<file path="src/rtl/core/srs_pkg.sv">
`timescale 1ns / 1ps
// ----------------------------------------------------------------------------
// srs_pkg: shared types and constants of the similarity registration solver
// Pixel and result formats, the frame record that moves from the accumulator
// to the solver, permutation tables for the determinant expansion and helpers.
// ----------------------------------------------------------------------------
package srs_pkg;

  localparam int COORD_BITS  = 12;
  localparam int SAMPLE_BITS = 16;

  // Front-end arithmetic widths. The sum of two coordinate by gradient
  // products reaches +2^(XG_W-1) when all four inputs sit at their minimum.
  localparam int XG_W     = COORD_BITS + SAMPLE_BITS;
  localparam int F_W      = XG_W + 2;
  localparam int ND_W     = SAMPLE_BITS + 1;
  localparam int NPROD_W  = 2 * F_W;
  localparam int PSAT_W   = (NPROD_W > 65) ? NPROD_W : 65;

  localparam int ACC_W    = 64;
  localparam int N_NORM   = 10;
  localparam int N_RHS    = 4;

  // Frame queue between the accumulator and the solver.
  localparam int QDEPTH   = 2;
  localparam int QCNT_W   = $clog2(QDEPTH + 1);
  localparam int QPTR_W   = $clog2(QDEPTH);

  // Solver widths: a 4x4 determinant of 64-bit entries needs 4*64 bits plus
  // a few bits of growth for the 24 products.
  localparam int DET_W     = 4 * ACC_W + 8;
  localparam int DIV_W     = DET_W + 40;
  localparam int QUO_W     = 34;
  localparam int RES_W     = 32;
  localparam int FRAC_BITS = 16;
  localparam int N_PERM    = 24;
  localparam int PIDX_W    = 5;
  localparam int MCNT_W    = 6;

  typedef struct packed {
    logic signed [COORD_BITS-1:0]  col_coord;
    logic signed [COORD_BITS-1:0]  row_coord;
    logic signed [SAMPLE_BITS-1:0] grad_x;
    logic signed [SAMPLE_BITS-1:0] grad_y;
    logic signed [SAMPLE_BITS-1:0] intensity_diff;
    logic                          last_pixel;
  } in_pkt_t;

  typedef struct packed {
    logic signed [RES_W-1:0] scale_term;
    logic signed [RES_W-1:0] rotation_term;
    logic signed [RES_W-1:0] shift_x;
    logic signed [RES_W-1:0] shift_y;
    logic                    singular;
  } out_pkt_t;

  typedef struct packed {
    logic [N_NORM-1:0][ACC_W-1:0] normal_sums;
    logic [N_RHS-1:0][ACC_W-1:0]  rhs_sums;
  } frame_t;

  typedef struct packed {
    logic [QCNT_W-1:0] count;
  } qstat_t;

  typedef enum logic [3:0] {
    ST_IDLE,
    ST_TERM,
    ST_LOAD,
    ST_MUL,
    ST_ACC,
    ST_CHECK,
    ST_DIV_INIT,
    ST_DIV,
    ST_STORE,
    ST_FINISH
  } srs_state_t;

  // Factor pairs (i, j), i <= j, in the order the normal sums are kept.
  localparam logic [1:0] NORM_I [N_NORM] = '{2'd0, 2'd0, 2'd0, 2'd0, 2'd1,
                                             2'd1, 2'd1, 2'd2, 2'd2, 2'd3};
  localparam logic [1:0] NORM_J [N_NORM] = '{2'd0, 2'd1, 2'd2, 2'd3, 2'd1,
                                             2'd2, 2'd3, 2'd2, 2'd3, 2'd3};

  // Permutations of four columns, packed {p3, p2, p1, p0}. The first 1, 2, 6
  // and 24 entries are exactly the permutations of the leading 1, 2, 3 and 4
  // columns, so one table serves every leading minor.
  localparam logic [7:0] PERM_TBL [N_PERM] = '{
    8'b11_10_01_00, 8'b11_10_00_01, 8'b11_00_10_01, 8'b11_01_00_10,
    8'b11_01_10_00, 8'b11_00_01_10, 8'b00_11_10_01, 8'b00_10_11_01,
    8'b00_11_01_10, 8'b00_01_11_10, 8'b00_10_01_11, 8'b00_01_10_11,
    8'b01_11_10_00, 8'b01_10_11_00, 8'b01_11_00_10, 8'b01_00_11_10,
    8'b01_10_00_11, 8'b01_00_10_11, 8'b10_11_01_00, 8'b10_01_11_00,
    8'b10_11_00_01, 8'b10_00_11_01, 8'b10_01_00_11, 8'b10_00_01_11
  };

  function automatic logic perm_odd(input logic [7:0] p);
    logic odd;
    odd = 1'b0;
    for (int i = 0; i < 3; i++) begin
      for (int j = i + 1; j < 4; j++) begin
        if (p[2*i +: 2] > p[2*j +: 2]) begin
          odd = ~odd;
        end
      end
    end
    return odd;
  endfunction

  // Index of the last permutation for a minor of order ord + 1.
  function automatic logic [PIDX_W-1:0] term_last(input logic [1:0] ord);
    logic [PIDX_W-1:0] t;
    case (ord)
      2'd0:    t = PIDX_W'(0);
      2'd1:    t = PIDX_W'(1);
      2'd2:    t = PIDX_W'(5);
      default: t = PIDX_W'(N_PERM - 1);
    endcase
    return t;
  endfunction

  // Position of entry (r, c) of the symmetric matrix in the normal sums.
  function automatic logic [3:0] sym_idx(input logic [1:0] r, input logic [1:0] c);
    logic [1:0] lo;
    logic [1:0] hi;
    logic [3:0] s;
    lo = (r < c) ? r : c;
    hi = (r < c) ? c : r;
    case ({lo, hi})
      4'b00_00: s = 4'd0;
      4'b00_01: s = 4'd1;
      4'b00_10: s = 4'd2;
      4'b00_11: s = 4'd3;
      4'b01_01: s = 4'd4;
      4'b01_10: s = 4'd5;
      4'b01_11: s = 4'd6;
      4'b10_10: s = 4'd7;
      4'b10_11: s = 4'd8;
      4'b11_11: s = 4'd9;
      default:  s = 4'd0;
    endcase
    return s;
  endfunction

  function automatic logic [ACC_W-1:0] sat_prod(input logic signed [PSAT_W-1:0] v);
    logic [ACC_W-1:0] s;
    if ((&v[PSAT_W-1:ACC_W-1]) || !(|v[PSAT_W-1:ACC_W-1])) begin
      s = v[ACC_W-1:0];
    end else if (v[PSAT_W-1]) begin
      s = {1'b1, {(ACC_W-1){1'b0}}};
    end else begin
      s = {1'b0, {(ACC_W-1){1'b1}}};
    end
    return s;
  endfunction

  function automatic logic [ACC_W-1:0] sat_add(input logic [ACC_W-1:0] a,
                                               input logic [ACC_W-1:0] b);
    logic [ACC_W:0]   w;
    logic [ACC_W-1:0] s;
    w = {a[ACC_W-1], a} + {b[ACC_W-1], b};
    if (w[ACC_W] != w[ACC_W-1]) begin
      s = w[ACC_W] ? {1'b1, {(ACC_W-1){1'b0}}} : {1'b0, {(ACC_W-1){1'b1}}};
    end else begin
      s = w[ACC_W-1:0];
    end
    return s;
  endfunction

endpackage

</file>
<file path="src/rtl/core/srs_queue.sv">
`timescale 1ns / 1ps
// ----------------------------------------------------------------------------
// srs_queue: frame queue
// Holds the finished sums of whole frames until the solver takes them.
// ----------------------------------------------------------------------------
module srs_queue (
  input  logic            clk,
  input  logic            rst_n,
  input  logic            push_valid,
  input  srs_pkg::frame_t push_data,
  input  logic            pop,
  output logic            head_valid,
  output srs_pkg::frame_t head_data,
  output srs_pkg::qstat_t qstat
);

  srs_pkg::frame_t                entry_r [srs_pkg::QDEPTH];
  logic [srs_pkg::QPTR_W-1:0]     wr_ptr_r, rd_ptr_r;
  logic [srs_pkg::QCNT_W-1:0]     count_r;

  always_comb begin
    head_valid  = (count_r != '0);
    head_data   = entry_r[rd_ptr_r];
    qstat.count = count_r;
  end

  always_ff @(posedge clk) begin
    if (!rst_n) begin
      wr_ptr_r <= '0;
      rd_ptr_r <= '0;
      count_r  <= '0;
    end else begin
      if (push_valid) begin
        wr_ptr_r <= wr_ptr_r + 1'b1;
      end
      if (pop) begin
        rd_ptr_r <= rd_ptr_r + 1'b1;
      end
      count_r <= count_r + srs_pkg::QCNT_W'(push_valid) - srs_pkg::QCNT_W'(pop);
    end
  end

  always_ff @(posedge clk) begin
    if (push_valid) begin
      entry_r[wr_ptr_r] <= push_data;
    end
  end

endmodule

</file>
<file path="config.mk">
export PLATFORM = sky130hd
export DESIGN_NAME = srs_queue
export DESIGN_NICKNAME = d
export VERILOG_FILES = /design/src/rtl/core/srs_pkg.sv /design/src/rtl/core/srs_queue.sv
export SDC_FILE = /design/constraint.sdc
export NUM_CORES = 1
export LEC_CHECK = 0
export BUFFER_PORTS_ARGS = -buffer_cell sky130_fd_sc_hd__buf_2
export CAP_MARGIN = 10
export CORE_AREA = 2 2 698 700
export DETAILED_ROUTE_END_ITERATION = 8
export DIE_AREA = 0 0 700 702
export GPL_TIMING_DRIVEN = 0
export SLEW_MARGIN = 10
export SYNTH_ARGS = -nofsm -noshare
export SYNTH_HDL_FRONTEND = slang
export SYNTH_SLANG_ARGS = --single-unit
</file>
<file path="constraint.sdc">
create_clock -name clk -period 65.7 [get_ports clk]
set_clock_uncertainty 0.15 [all_clocks]
set_input_delay 13.14 -clock clk [delete_from_list [all_inputs] [get_ports clk]]
set_output_delay 13.14 -clock clk [all_outputs]
set_load 0.1 [all_outputs]
</file>
Word-level counts from Yosys, hierarchy flattened
Memories as Yosys holds them, arrays and structs flattened. A register that Yosys moved wholly into a read port is not among the register bits.
Cells that the tools add are included.
Widths: inputs -> output; s select.
{ "totals": {"reg_bits": 4, "mem_bits_rw": 1792, "input_bits": 900, "out_inout_bits": 899, "wordCells": 13, "n_memories": 1} }
{ "mem_list": {"columns": ["memory", "words", "width", "rd", "rd_clocked_by_memory_dff", "write_ports", "line_no", "source"], "rows": [
  ["entry_r", 2, 896, 1, 1, 1, "srs_queue.sv:17", "srs_pkg::frame_t entry_r [srs_pkg::QDEPTH];"]
]} }
{ "op_classes": {"addsub": 4, "mux": 4, "n_reduce_logical": 1} }
{ "op_table": {"columns": ["cell", "count"], "rows": [
  ["$mux 1", 4],
  ["$add 1x1->1 const B", 2],
  ["$add 2x1->2", 1],
  ["$reduce_bool 2->1", 1],
  ["$sub 2x1->2", 1]
]} }

Logic depth before layout (Yosys ltp)
{ "depth": {"depth_word": 3, "mapped_depth": 6, "ltp_nobuf": 6} }

Least setup slack after synthesis
Ideal clock, no wire load.
{ "synth_timing": {"kind": "input-to-reg", "from": "in push_valid", "to": "reg wr_ptr_r", "setup_ns": 0.193, "t_arrival_ns": 54.032, "t_required_ns": 65.357, "path_slack_ns": 11.326, "path_stages": 2, "path_buffers": 0, "path_cell_list": "nor2b_1 > o21a_1"} }
{ "synth_lines": {"columns": ["item", "line_no", "source"], "rows": [
  ["start, declared", "srs_queue.sv:9", "input logic push_valid,"],
  ["end signal, assigned", "srs_queue.sv:34", "wr_ptr_r <= wr_ptr_r + 1'b1;"],
  ["end, declared", "srs_queue.sv:18", "logic [srs_pkg::QPTR_W-1:0] wr_ptr_r, rd_ptr_r;"]
]} }

==> flow_summary.ini <==
[sta]
setup_tns_ps = 0
min_period_over_period_pct = 26.0
min_period_ps = 17070
maxSlewViolCount = 0
clock.fmax_ghz = 0.0586
rsz0062_at_grt = false
setup_ws_ps = 48630
setup_viol_count_final = 0
hold_viol_final = 0
max_slew.worst_pin.slew_ps = 898
slew_headroom_pct = 40.6

[cts]
clock_latency_ps = 890
clk_pin_slew_worst_paths_ps = 60
cts_sinks = 1797
cts_resized = 0
cts_setup_buffers = 0
cts-htree-levels = 4
cts_buffer_depth = 4
cts_hold_buf = 0
cts_root_buf = clkbuf_16
cts_tree = built
cts_made_buffers = 210

[place]
dp_cells = 11116
pre_cts_ws_ps = 48680
hpwl_mm = 347
place_congestion = 0.975
portBuffers = 1798

[routing]
drc_errors = 0
via_count = 39792
detail_route.iter0.violations = 4260
via_per_inst = 3.37
drt-wirelength-per-cell_um = 34.0
drt_pass1_iterations = 5
drt_wl_total_mm = 402
ant_nets = 5

[setup_path]
worstSetupEndpointType = output port
cp.required_ps = 52410
reg2reg_depth = 9
cp.arrival_ps = 3780
timing.rr.start = wr_ptr_r$_SDFFE_PN0P_
rrSetupSlack_ps = 61550
worst-setup-path-type = reg -> out
timing.rr.end = entry_r[1][795]$_DFFE_PP_
path_max_fanout = 10
start_kind = flip-flop

[pwr]
total_power_mw = 3.27
power_density_nw_per_um2 = 35.3
vdd_drop_max_uv = 28.3
cellLeakagePower_nw = 33.4

[global_route]
gr-usage-all-layers_pct = 15.6
overflow = 0
grt_max_degree = 54
antenna_found_initial = 526
grt_pass1_wl_mm = 476
grt_pass1_vias = 37046

[synth]
yosysSeqAreaShare_pct = 81.0
synthMuxAreaShare_pct = 17.6
synth_seq_cells = 1797
synth.distinct_cells = 14
synthAdderAreaFrac_pct = 0.0376
ys_warn_count = 0
synth_area_um2 = 66600
syn_nets = 3710
synth_top_family_by_area = multiplexers
synthXorXnorAreaFrac_pct = 0.0470
syn-instance-count = 2808
syn_area_per_cell_um2 = 23.7
synth_compound_area_share_pct = 0.0113
synthSimpleGateAreaFrac_pct = 0.0752

[floorplanning]
die_area_um2 = 491000
row_count = 256
io_pins = 1799
die_x_um = 700
coreArea_um2 = 484000
initial_core_util_pct = 13.7
fp.dieH_um = 702

[run_status]
outcome = finished, violations left
violations = antenna rules

[flow_run]
maxCapViolCount = 0

[finish]
nNetsFinal = 5780
final_cell_mix = buf_2, edfxtp_1, mux2_2, mux2_4, clkbuf_16
stdcell_count = 11809
drive_above_1_share_pct = 62.5
fill_cells = 52009
final_common_cell = buf_2
syn_to_final_growth_pct = 39.0

[worst_hold_path]
min_path_cells = 2
holdCritPathClass = reg -> reg
worst_hold_path.endpoint = rd_ptr_r$_SDFFE_PN0P_
hp-start = rd_ptr_r$_SDFFE_PN0P_
[Yosys cell counts]
master,instances,area (um^2)
xnor3_1,1,22.5
buf_6,50,563
nor2b_1,3,18.8
ha_1,2,25.0
o21a_1,1,7.51
inv_1,2,7.51
or2_2,1,6.26
edfxtp_1,1792,53800
and2_1,4,25.0
mux2_2,456,5130
xor2_1,1,8.76
mux2_4,440,6610
dfxtp_1,5,100
buf_2,50,250
[where the power goes]
part	total (mW)	leakage (nW)	internal, mW	switching [mW]
clock network	1.15	3.23	0.655	0.499
registers	1.34	16.9	1.33	0.0119
logic	0.775	13.3	0.149	0.626
total	3.27	33.4	2.13	1.14
[sequential cells by signal, summed over array words and instances, names as in the netlist, named ones only]
| register | cells |
|---|---|
| wr_ptr_r | 1 |
| qstat | 2 |
| rd_ptr_r | 1 |
| entry_r | 1792 |
[per-layer routing]
layer	global-route usage (%)	share of wire [%]	vias up
li1	-	-	15889
met1	16.2	33	19662
met2	24.5	45	2916
met3	11.2	17	1105
met4	5.49	4.7	220
met5	0	0.66	-
[how the worst max path moves through the flow]
stage / endpoint / cells past startpoint / slack, ps / from
2_1_floorplan: wr_ptr_r$_SDFFE_PN0P_ / 2 / 11330 / push_valid
3_3_place_gp: entry_r[0][543]$_DFFE_PP_ / 2 / -18540 / push_valid
3_5_place_dp: entry_r[1][666]$_DFFE_PP_ / 10 / 48680 / push_valid
4_1_cts: head_data[141] / 6 / 48190 / flip-flop
5_1_grt: head_data[141] / 6 / 48290 / flip-flop
6_report: head_data[141] / 6 / 48630 / flip-flop
[cell families (layout without fill, tap and decap cells)]
kind of cell / after synthesis / in the layout
multiplexers: 896 / 896
AND/OR/NAND/NOR: 8 / 8
adder cells (fa/ha/maj): 2 / 2
XOR/XNOR: 2 / 2
buffers and inverters: 102 / 2341
other: 0 / 312
flip-flops: 1797 / 1797
AO/OA/AOI/OAI: 1 / 1
[stage by stage]
| stage | util [%] | hold WS [ps] | area, um^2 |
|---|---|---|---|
| after floorplan | - | 405 | 66600 |
| after global placement | 17.3 | 419 | 83700 |
| after detailed placement | 17.6 | 438 | 85100 |
| after CTS | 18.9 | 445 | 91800 |
| after global routing | 19.0 | 461 | 91900 |
| final | 19.1 | 442 | 92600 |
[final cells by class]
| cell class | count | area [um^2] | share of cell area (%) |
|---|---|---|---|
| multi-input combinational | 909 | 11900 | 12.8 |
| antenna | 312 | 781 | 0.844 |
| sequential | 1797 | 53900 | 58.2 |
| timing repair buffer | 1858 | 10400 | 11.2 |
| clock buffer | 252 | 5430 | 5.87 |
| inverter | 2 | 7.51 | 0.00811 |
| buffer | 100 | 816 | 0.881 |
| clock inverter | 129 | 1270 | 1.37 |
| tap | 6450 | 8070 | 8.72 |
[critical path, stage by stage, from the launching register on]
cell and delay (ps):
dfxtp_1 310, buf_2 290, buf_4 390, buf_12 230, buf_2 650, mux2_2 350, buf_2 580
No activity file was read; power rests on OpenSTA's default activity.
